--- src/rtl/work_stealing_task_deque_defines.svh ---
// assertion macros for the deque rtl, used by the pointer logic in wstd_ctrl
`ifndef WORK_STEALING_TASK_DEQUE_DEFINES_SVH
`define WORK_STEALING_TASK_DEQUE_DEFINES_SVH

// same-cycle implication, sampled on clk, off during reset
`define WSTD_ASSERT_SAME(lbl, ante, cons, msg) \
	lbl: assert property (@(posedge clk) disable iff (!arst_n) (ante) |-> (cons)) \
		else $error(msg);

// next-cycle implication, sampled on clk, off during reset
`define WSTD_ASSERT_NEXT(lbl, ante, cons, msg) \
	lbl: assert property (@(posedge clk) disable iff (!arst_n) (ante) |=> (cons)) \
		else $error(msg);

`endif

--- src/rtl/wstd_pkg.sv ---
// types, constants and pointer helpers of the task deque
`timescale 1ns / 1ps

package wstd_pkg;

	// storage geometry
	localparam int QUEUE_DEPTH = 1024;
	localparam int PTR_W = $clog2(QUEUE_DEPTH);

	// field widths
	localparam int OP_W = 2;
	localparam int FIRST_W = 10;
	localparam int STOP_W = 11;

	// operation codes
	localparam logic [OP_W-1:0] OP_PUSH = 2'd0;
	localparam logic [OP_W-1:0] OP_POP = 2'd1;
	localparam logic [OP_W-1:0] OP_STEAL = 2'd2;

	typedef logic [PTR_W-1:0] ptr_t;

	// one stored tile
	typedef struct packed {
		logic [FIRST_W-1:0] row_first;
		logic [STOP_W-1:0] row_stop;
		logic [FIRST_W-1:0] col_first;
		logic [STOP_W-1:0] col_stop;
	} tile_t;

	localparam int TILE_W = $bits(tile_t);

	// memory command from the pointer logic
	typedef struct packed {
		logic we;
		logic re;
		ptr_t addr;
		tile_t wdata;
	} mem_cmd_t;

	// result status carried alongside the memory read
	typedef struct packed {
		logic success;
		logic rd;
		logic now_empty;
	} meta_t;

	// circular advance
	function automatic ptr_t ptr_next(ptr_t p);
		ptr_t r;
		if (p == PTR_W'(QUEUE_DEPTH - 1)) begin
			r = '0;
		end else begin
			r = p + 1'b1;
		end
		return r;
	endfunction

	// circular retreat
	function automatic ptr_t ptr_prev(ptr_t p);
		ptr_t r;
		if (p == '0) begin
			r = PTR_W'(QUEUE_DEPTH - 1);
		end else begin
			r = p - 1'b1;
		end
		return r;
	endfunction

endpackage

--- src/rtl/wstd_ctrl.sv ---
// top and bottom pointers, operation decode and memory command
`timescale 1ns / 1ps
`include "work_stealing_task_deque_defines.svh"

module wstd_ctrl (
	input  logic                      clk,
	input  logic                      arst_n,
	input  logic                      accept,
	input  logic [wstd_pkg::OP_W-1:0] operation,
	input  wstd_pkg::tile_t           tile,
	output wstd_pkg::mem_cmd_t        cmd,
	output wstd_pkg::meta_t           meta
);

	wstd_pkg::ptr_t top_q;
	wstd_pkg::ptr_t bottom_q;
	wstd_pkg::ptr_t top_d;
	wstd_pkg::ptr_t bottom_d;
	logic           full;
	logic           empty;

	assign full = (wstd_pkg::ptr_next(top_q) == bottom_q);
	assign empty = (top_q == bottom_q);

	// decode: pick address, next pointers and status
	always_comb begin
		top_d = top_q;
		bottom_d = bottom_q;
		cmd.we = 1'b0;
		cmd.re = 1'b0;
		cmd.addr = top_q;
		cmd.wdata = tile;
		meta.success = 1'b0;
		meta.rd = 1'b0;
		case (operation)
			wstd_pkg::OP_PUSH: begin
				if (!full) begin
					meta.success = 1'b1;
					cmd.we = accept;
					top_d = wstd_pkg::ptr_next(top_q);
				end
			end
			wstd_pkg::OP_POP: begin
				if (!empty) begin
					meta.success = 1'b1;
					meta.rd = 1'b1;
					top_d = wstd_pkg::ptr_prev(top_q);
					cmd.addr = top_d;
					cmd.re = accept;
				end
			end
			wstd_pkg::OP_STEAL: begin
				if (!empty) begin
					meta.success = 1'b1;
					meta.rd = 1'b1;
					cmd.addr = bottom_q;
					cmd.re = accept;
					bottom_d = wstd_pkg::ptr_next(bottom_q);
				end
			end
			default: begin
				meta.success = 1'b0;
			end
		endcase
		meta.now_empty = (top_d == bottom_d);
	end

	// pointer registers
	always_ff @(posedge clk or negedge arst_n) begin
		if (!arst_n) begin
			top_q <= '0;
			bottom_q <= '0;
		end else if (accept) begin
			top_q <= top_d;
			bottom_q <= bottom_d;
		end
	end

	// pointer checks
	`WSTD_ASSERT_NEXT(a_push_moves_top,
		accept && operation == wstd_pkg::OP_PUSH && meta.success,
		top_q == wstd_pkg::ptr_next($past(top_q)) && $stable(bottom_q),
		"push did not advance top alone")
	`WSTD_ASSERT_NEXT(a_steal_moves_bottom,
		accept && operation == wstd_pkg::OP_STEAL && meta.success,
		bottom_q == wstd_pkg::ptr_next($past(bottom_q)) && $stable(top_q),
		"steal did not advance bottom alone")
	`WSTD_ASSERT_NEXT(a_fail_holds,
		accept && !meta.success,
		$stable(top_q) && $stable(bottom_q),
		"failed operation moved a pointer")
	`WSTD_ASSERT_SAME(a_no_access_on_fail,
		!meta.success,
		!cmd.we && !cmd.re,
		"memory accessed by a failed operation")

endmodule

--- config.mk ---
export PLATFORM = sky130hd
export DESIGN_NAME = wstd_ctrl
export DESIGN_NICKNAME = d
export VERILOG_FILES = /design/src/rtl/wstd_pkg.sv /design/src/rtl/wstd_ctrl.sv
export VERILOG_INCLUDE_DIRS = /design/src /design/src/rtl
export SDC_FILE = /design/constraint.sdc
export NUM_CORES = 1
export LEC_CHECK = 0
export ABC_AREA = 1
export BUFFER_PORTS_ARGS = -buffer_cell sky130_fd_sc_hd__clkbuf_2
export CAP_MARGIN = 0
export CORE_UTILIZATION = 54
export CTS_BUF_LIST = sky130_fd_sc_hd__clkbuf_4 sky130_fd_sc_hd__clkbuf_8
export CTS_CLUSTER_DIAMETER = 30
export DETAILED_ROUTE_END_ITERATION = 8
export GPL_ROUTABILITY_DRIVEN = 0
export HOLD_SLACK_MARGIN = 0.12
export PLACE_DENSITY_LB_ADDON = 0.15
export SYNTH_ARGS = -nofsm -noshare
export SYNTH_HDL_FRONTEND = slang
export SYNTH_SLANG_ARGS = --single-unit
export TNS_END_PERCENT = 1
--- constraint.sdc ---
create_clock -name clk -period 4.2 [get_ports clk]
set_input_delay 1.26 -clock clk [delete_from_list [all_inputs] [get_ports clk]]
set_output_delay 1.26 -clock clk [all_outputs]
set_load 0.01 [all_outputs]
==> results of run 1 <==
-- report_power, final --
part	switching (W)	total, W	internal (W)
Clock	0.0000645	0.000148	0.0000835
Combinational	0.000533	0.000847	0.000314
Sequential	0.0000704	0.000300	0.000229
Total	0.000668	0.00129	0.000627
-- flip-flops by register name, indices dropped and copies added, names as in the netlist --
| signal | count |
|---|---|
| bottom_q | 10 |
| top_q | 10 |
-- routing by layer --
| layer | vias up | GRT usage | share of wire |
|---|---|---|---|
| met5 | - | 0 | 0 |
| met1 | 1632 | 0.4313 | 0.41 |
| met2 | 228 | 0.5564 | 0.46 |
| li1 | 1757 | - | - |
| met3 | 65 | 0.05029 | 0.082 |
| met4 | 0 | 0.1839 | 0.048 |
-- Yosys cell counts (all sizes together), types with 2 or more instances --
| cell type | instances |
|---|---|
| a21oi | 13 |
| a22oi | 4 |
| buf | 55 |
| clkbuf | 9 |
| clkinv | 5 |
| dfrtp | 20 |
| ha | 8 |
| inv | 59 |
| nand2 | 185 |
| nand3 | 61 |
| nand3b | 2 |
| nand4 | 16 |
| nor2 | 41 |
| nor3 | 7 |
| o211ai | 5 |
| o21ai | 45 |
| xnor2 | 2 |
| xor2 | 12 |
-- final cells by class --
type,instances,share of cell area
clock buffers,4,0.01535
inverters,64,0.06802
multi-input cells,406,0.6188
flip-flops and latches,20,0.1413
well taps,72,0.02511
repair buffers,67,0.1315
-- per-stage QoR --
stage	setup TNS, ns	power (W)	area (um^2)	utilization
final	-0.05718	0.001295	3587	0.6321
after CTS	0	0.001201	3406	0.6001
after global placement	-0.1141	0.001023	3283	0.5785
after detailed placement	-0.1016	0.001029	3283	0.5785
after floorplan	0	0.0008354	3269	-
after global routing	-0.1958	0.001390	3587	0.6321
-- worst max-delay path by stage --
stage	from	endpoint	slack, ns	depth (start not counted)
after floorplan	operation[0]	meta[0]	0.21	13
after global placement	operation[1]	meta[0]	-0.11	13
after detailed placement	operation[1]	meta[0]	-0.10	13
after CTS	top_q[1]$_DFFE_PN0P_	meta[0]	0.0007	20
after global routing	top_q[1]$_DFFE_PN0P_	meta[0]	-0.20	20
final	top_q[1]$_DFFE_PN0P_	meta[0]	-0.06	20
-- worst reg2reg max path, cell delays in order (launching register included) --
cell     delay, ns
dfrtp_1       0.42
ha_4          0.19
nand2_8       0.07
nor2_4        0.18
nand3_4       0.19
nand2_4       0.14
nand2_4       0.06
nand2_4       0.10
nand2_4       0.07
nor2_8        0.18
nand3_4       0.15
nand2_2       0.09
nand3_1       0.08
nand2_1       0.12
nand2_1       0.08
buf_4         0.13
o21ai_0       0.14
-- kinds of logic after synthesis --
group,count (synthesis)
buf+inv,128
fa+ha+maj,8
simple gates,314
compound gates,69
flops,20
xor+xnor,14
-- cell usage in the layout (no fill, tap or decap), types with 5 or more instances in the layout --
cell type,Yosys,final
a21oi_1,13,13
buf_4,48,46
clkbuf_2,0,18
dfrtp_1,20,15
dfrtp_2,0,5
ha_1,8,6
inv_1,55,55
nand2_1,177,165
nand2_2,6,14
nand2_4,2,5
nand3_1,57,52
nand3_2,1,6
nand4_1,16,16
nor2_1,34,31
o21ai_0,40,39
o21ai_1,5,5
xor2_1,12,12
-- repair_timing --
item | in CTS | in global routing
resized for setup | 11 | 30
cloned | 1 | 0
pin swaps | 6 | 22
setup endpoints to repair | 1 | 1
buffers inserted | 3 | 9
hold buffers | 0 | 0
==> results.py, run 1 <==
metrics = {
    "logic_synthesis": {
        "yosysWarnings": 0,
        "yosys_most_used_dff": "dfrtp_1",
        "synth_top_family_by_area": "simple AND/OR/NAND/NOR gates",
        "yosys.area.top_type_share": 0.2032,
        "yosys.area_share.simple": 0.4478,
        "synthArstFlopShare": 1.000,
        "yosys.area_share.adder": 0.03062,
        "synth.distinct_cells": 36,
        "synth_edf_count": 0,
        "synth-xor-area-share": 0.03980,
        "synth_mux_area_frac": 0,
        "netlist_area_um2": 3269,
        "yosysTopAreaCell": "nand2_1",
        "ys_seq_elements": 20,
        "syn-num-nets": 608,
        "postSynthCellCount": 553,
        "ys_top_cells_by_area": "nand2_1 20%, dfrtp_1 15%, buf_4 11%",
        "syn_area_per_cell_um2": 5.912,
        "synth_compound_area_frac": 0.1202,
        "synth_seq_area_share": 0.1531,
    },
    "grt": {
        "grt_max_degree": 33,
        "antenna_found_initial": 0,
        "gr-usage-all-layers": 0.3417,
        "grt_pass1_vias": 3416,
        "gr-total-overflow": 0,
        "grt_pass1_wl_um": 16590,
    },
    "timing": {
        "rsz0062_at_grt": "true",
        "finalMaxSlewViolations": 0,
        "setup_viol": 1,
        "fin_crit_ns": 4.257,
        "slew_headroom": 0.6787,
        "max_freq_mhz": 234.9,
        "fin_hold_ws_ns": 0.5712,
        "final-hold-violation-count": 0,
        "finalClockSkew_ns": 0.003064,
        "worst_slack_ns": -0.05718,
        "min_period_over_period": 1.014,
        "worstMarginPinSlew_ns": 0.4819,
    },
    "clock_tree": {
        "clk_latency_ns": 0.26,
        "clock-sinks": 20,
        "path_clk_slew_ns": 0.07,
        "root_buffer": "clkbuf_8",
        "cts_tree": "yes",
        "h-tree-depth": 1,
        "numCtsBuffers": 3,
        "clockBufferDepth": 2,
    },
    "place": {
        "hpwl_um": 8159,
        "dp_cells": 616,
        "portBuffers": 19,
        "place_ws_ns": -0.1016,
    },
    "drt": {
        "routedWlPerCell_um": 16.52,
        "drt_iter0_markers": 395,
        "drc": 0,
        "drt-total-wl_um": 10460,
        "first_pass_iters": 5,
        "vias_per_cell": 5.817,
        "vias": 3682,
        "antenna_left": 0,
    },
    "power_and_ir_drop": {
        "max-vdd-ir-drop_v": 0.0002371,
        "total_leakage_power_nw": 1.876,
        "power_density_nw_per_um2": 361.0,
    },
    "floorplanning": {
        "core-area_um2": 5675,
        "start_util": 0.5761,
        "dieArea_um2": 6370,
        "ios": 104,
        "fp.dieW_um": 79.81,
        "rows": 27,
        "die-height_um": 79.81,
    },
    "finish": {
        "fin_cells": 633,
        "multiInputGateArea_um2": 2220,
        "area_delta_synth_final_pct": 9.721,
        "num-nets-final": 617,
        "seq_area_um2": 506.7,
        "drive_gt1_frac": 0.2371,
        "fillers": 543,
        "n_antenna_cell": 0,
    },
    "hold_path": {
        "min_to": "top_q[6]$_DFFE_PN0P_",
        "min_path_type": "reg -> reg",
        "hold_start": "top_q[6]$_DFFE_PN0P_",
        "hold_depth": 2,
    },
    "run_status": {
        "status": "finished with violations",
        "violations": "negative setup slack",
    },
    "setup_path": {
        "reg2regPathDepth": 16,
        "cpLargestDelayFamily": "simple AND/OR/NAND/NOR gates",
        "regToRegSetupSlack_ns": 1.71,
        "crit_type": "reg -> out",
        "reg2reg_to": "top_q[1]$_DFFE_PN0P_",
        "cp_max_fo": 8,
        "critPathMaxStageDelay_ns": 0.42,
        "reg2reg_from": "top_q[1]$_DFFE_PN0P_",
        "cp-start-kind": "flop",
        "end_kind": "output port",
        "cp_num_buf_inv": 3,
        "worstPathRequired_ns": 2.94,
        "slowest_stage": "dfrtp_1",
        "cp.arrival_ns": 3.00,
        "crit_top_cell": "nand2_4",
        "cp_cell_sequence": "ha_4 > nand2_8 > nor2_4 > nand3_4 > nand2_4 > nand2_4 > nand2_4 > nand2_4 > nor2_8 > buf_4 > nand4_1 > nand3_1 > nand2_1 > buf_4 > nand3_1 > nand2_1 > nor2_2 > nand3_1 > nor2_1 > buf_2",
    },
    "flow_run": {
        "drv_cap": 0,
    },
}
No activity file was read; power rests on OpenSTA's default activity.
==> run 2, diff against run 1 <==
==> constraint.sdc (replaced) <==
create_clock -name clk -period 4.8 [get_ports clk]
set_input_delay 1.44 -clock clk [delete_from_list [all_inputs] [get_ports clk]]
set_output_delay 1.44 -clock clk [all_outputs]
set_load 0.01 [all_outputs]
==> results.py, run 2 (same netlist as run 1, synthesis figures left out) <==
metrics = {
    "timing": {
        "final-hold-violation-count": 0,
        "max_freq_mhz": 215.5,
        "finalMaxSlewViolations": 0,
        "setup_viol": 0,
        "worst_slack_ns": 0.1606,
        "worstMarginPinSlew_ns": 0.5067,
        "finalClockSkew_ns": 0.006817,
        "min_period_over_period": 0.9665,
        "slew_headroom": 0.6622,
        "fin_crit_ns": 4.639,
    },
    "drt": {
        "vias": 3497,
        "first_pass_iters": 5,
        "drc": 0,
        "drt_iter0_markers": 339,
        "drt-total-wl_um": 9971,
        "vias_per_cell": 5.867,
        "routedWlPerCell_um": 16.73,
        "antenna_left": 0,
    },
    "place": {
        "place_ws_ns": 0.1225,
        "portBuffers": 19,
        "hpwl_um": 7879,
    },
    "finish": {
        "num-nets-final": 581,
        "multiInputGateArea_um2": 2090,
        "reg.largest.list": "bottom_q: 10 flops, top_q: 10 flops",
        "area_delta_synth_final_pct": -3.406,
        "fillers": 593,
        "layout_common_cells": "177 x nand2_1, 57 x nand3_1, 55 x inv_1",
        "final_common_cell": "nand2_1",
        "n_antenna_cell": 0,
        "drive_gt1_frac": 0.1355,
        "seq_area_um2": 504.2,
    },
    "setup_path": {
        "end_kind": "output port",
        "worstPathRequired_ns": 3.36,
        "cp_num_buf_inv": 1,
        "crit_type": "reg -> out",
        "regToRegSetupSlack_ns": 2.16,
        "slowest_stage": "dfrtp_2",
        "cpLargestDelayFamily": "simple AND/OR/NAND/NOR gates",
        "cp.arrival_ns": 3.20,
        "crit_top_cell": "nand2_1",
        "cp_max_fo": 9,
        "cp-start-kind": "flop",
        "critPathMaxStageDelay_ns": 0.43,
        "cp_cell_sequence": "ha_1 > nand2_4 > nor2_4 > nand3_4 > nand2_1 > nand2_1 > nand2_1 > nand2_2 > nor2_8 > nand3_4 > nand2_1 > nand3_1 > nand2_1 > nand2_1 > nand2_1 > nand3_1 > nor2_1 > nand3_1 > nor2_1 > clkbuf_2",
    },
    "clock_tree": {
        "h-tree-depth": 1,
        "clock-sinks": 20,
        "cts_tree": "yes",
        "path_clk_slew_ns": 0.07,
        "clk_latency_ns": 0.26,
        "clockBufferDepth": 2,
        "cts_hold_buf": 0,
        "root_buffer": "clkbuf_8",
        "numCtsBuffers": 3,
    },
    "hold_path": {
        "min_path_type": "reg -> reg",
    },
    "power_and_ir_drop": {
        "netSwitchingPower_w": 0.0005327,
        "total_leakage_power_nw": 1.678,
        "p_int_w": 0.0004489,
        "combPwrFrac": 0.610,
        "max-vdd-ir-drop_v": 0.0002360,
        "power_density_nw_per_um2": 310.8,
        "power.total_w": 0.0009816,
        "p_seq_frac": 0.279,
        "switching_share": 0.5426,
        "p_clk_frac": 0.111,
    },
    "floorplanning": {
        "fp.dieW_um": 79.81,
        "rows": 27,
        "start_util": 0.5761,
        "die-height_um": 79.81,
        "core-area_um2": 5675,
        "dieArea_um2": 6370,
        "ios": 104,
    },
    "grt": {
        "grt_pass1_wl_um": 15940,
        "grt_pass1_vias": 3155,
        "gr-total-overflow": 0,
        "gr-usage-all-layers": 0.3275,
        "antenna_found_initial": 0,
        "grt_max_degree": 33,
    },
    "run_status": {
        "status": "finished clean",
    },
    "flow_run": {
        "drv_cap": 0,
    },
}
-- run 2: area by class of cell --
class	count	area share
clock buffer	3	0.01307
inverter	64	0.07607
multi-input combinational	405	0.6616
sequential	20	0.1597
tap	72	0.02853
timing repair buffer	32	0.06101
-- run 2: per-layer routing --
metal | track usage | part of all wire | vias up
li1 | - | - | 1670
met5 | 0 | 0 | -
met1 | 0.4271 | 0.40 | 1543
met4 | 0.1607 | 0.045 | 0
met3 | 0.05029 | 0.10 | 57
met2 | 0.5222 | 0.45 | 227
-- run 2: per-stage QoR --
stage	std cells	utilization	TNS [ns]	hold slack [ns]	cell area (um^2)
5_1_grt	596	0.5564	-0.004295	0.6175	3158
3_3_place_gp	591	0.5454	0	0.5590	3095
2_1_floorplan	553	-	0	0.5168	3269
4_1_cts	594	0.5527	0	0.5897	3137
6_report	596	0.5564	0	0.5880	3158
3_5_place_dp	591	0.5454	0	0.5722	3095
-- run 2: worst paths after layout --
kind / from / to / cells after the start
max: top_q[1]$_DFFE_PN0P_ / meta[0] / 20
min: top_q[6]$_DFFE_PN0P_ / top_q[6]$_DFFE_PN0P_ / 2
max reg2reg: top_q[1]$_DFFE_PN0P_ / top_q[1]$_DFFE_PN0P_ / 15
min reg2reg: top_q[6]$_DFFE_PN0P_ / top_q[6]$_DFFE_PN0P_ / 2
max in group asynchronous: arst_n / top_q[4]$_DFFE_PN0P_ / 1
min in group asynchronous: arst_n / bottom_q[1]$_DFFE_PN0P_ / 1
-- run 2: repair_timing --
item                                    in CTS  in global routing
endpoints found under the setup margin       0                  1
setup buffers                                0                  2
resized for setup                            0                  5
-- run 2: worst register-to-register path, cell delays in order, from the launching register on --
cell and delay, ns:
dfrtp_2 0.43, ha_1 0.24, nand2_4 0.12, nor2_4 0.21, nand3_4 0.17, nand2_1 0.12
nand2_1 0.05, nand2_1 0.16, nand2_2 0.12, nor2_8 0.21, nand3_4 0.16, nand2_1 0.11
nand3_1 0.11, nand2_1 0.10, nand2_1 0.07, o21ai_0 0.19
-- run 2: power groups by stage --
stage	clock network, W	logic (W)	registers (W)
2_1_floorplan	0	0.000506	0.000225
3_3_place_gp	0	0.000570	0.000275
3_5_place_dp	0	0.000574	0.000276
4_1_cts	0.000114	0.000576	0.000272
5_1_grt	0.000120	0.000662	0.000278
6_report	0.000109	0.000598	0.000274
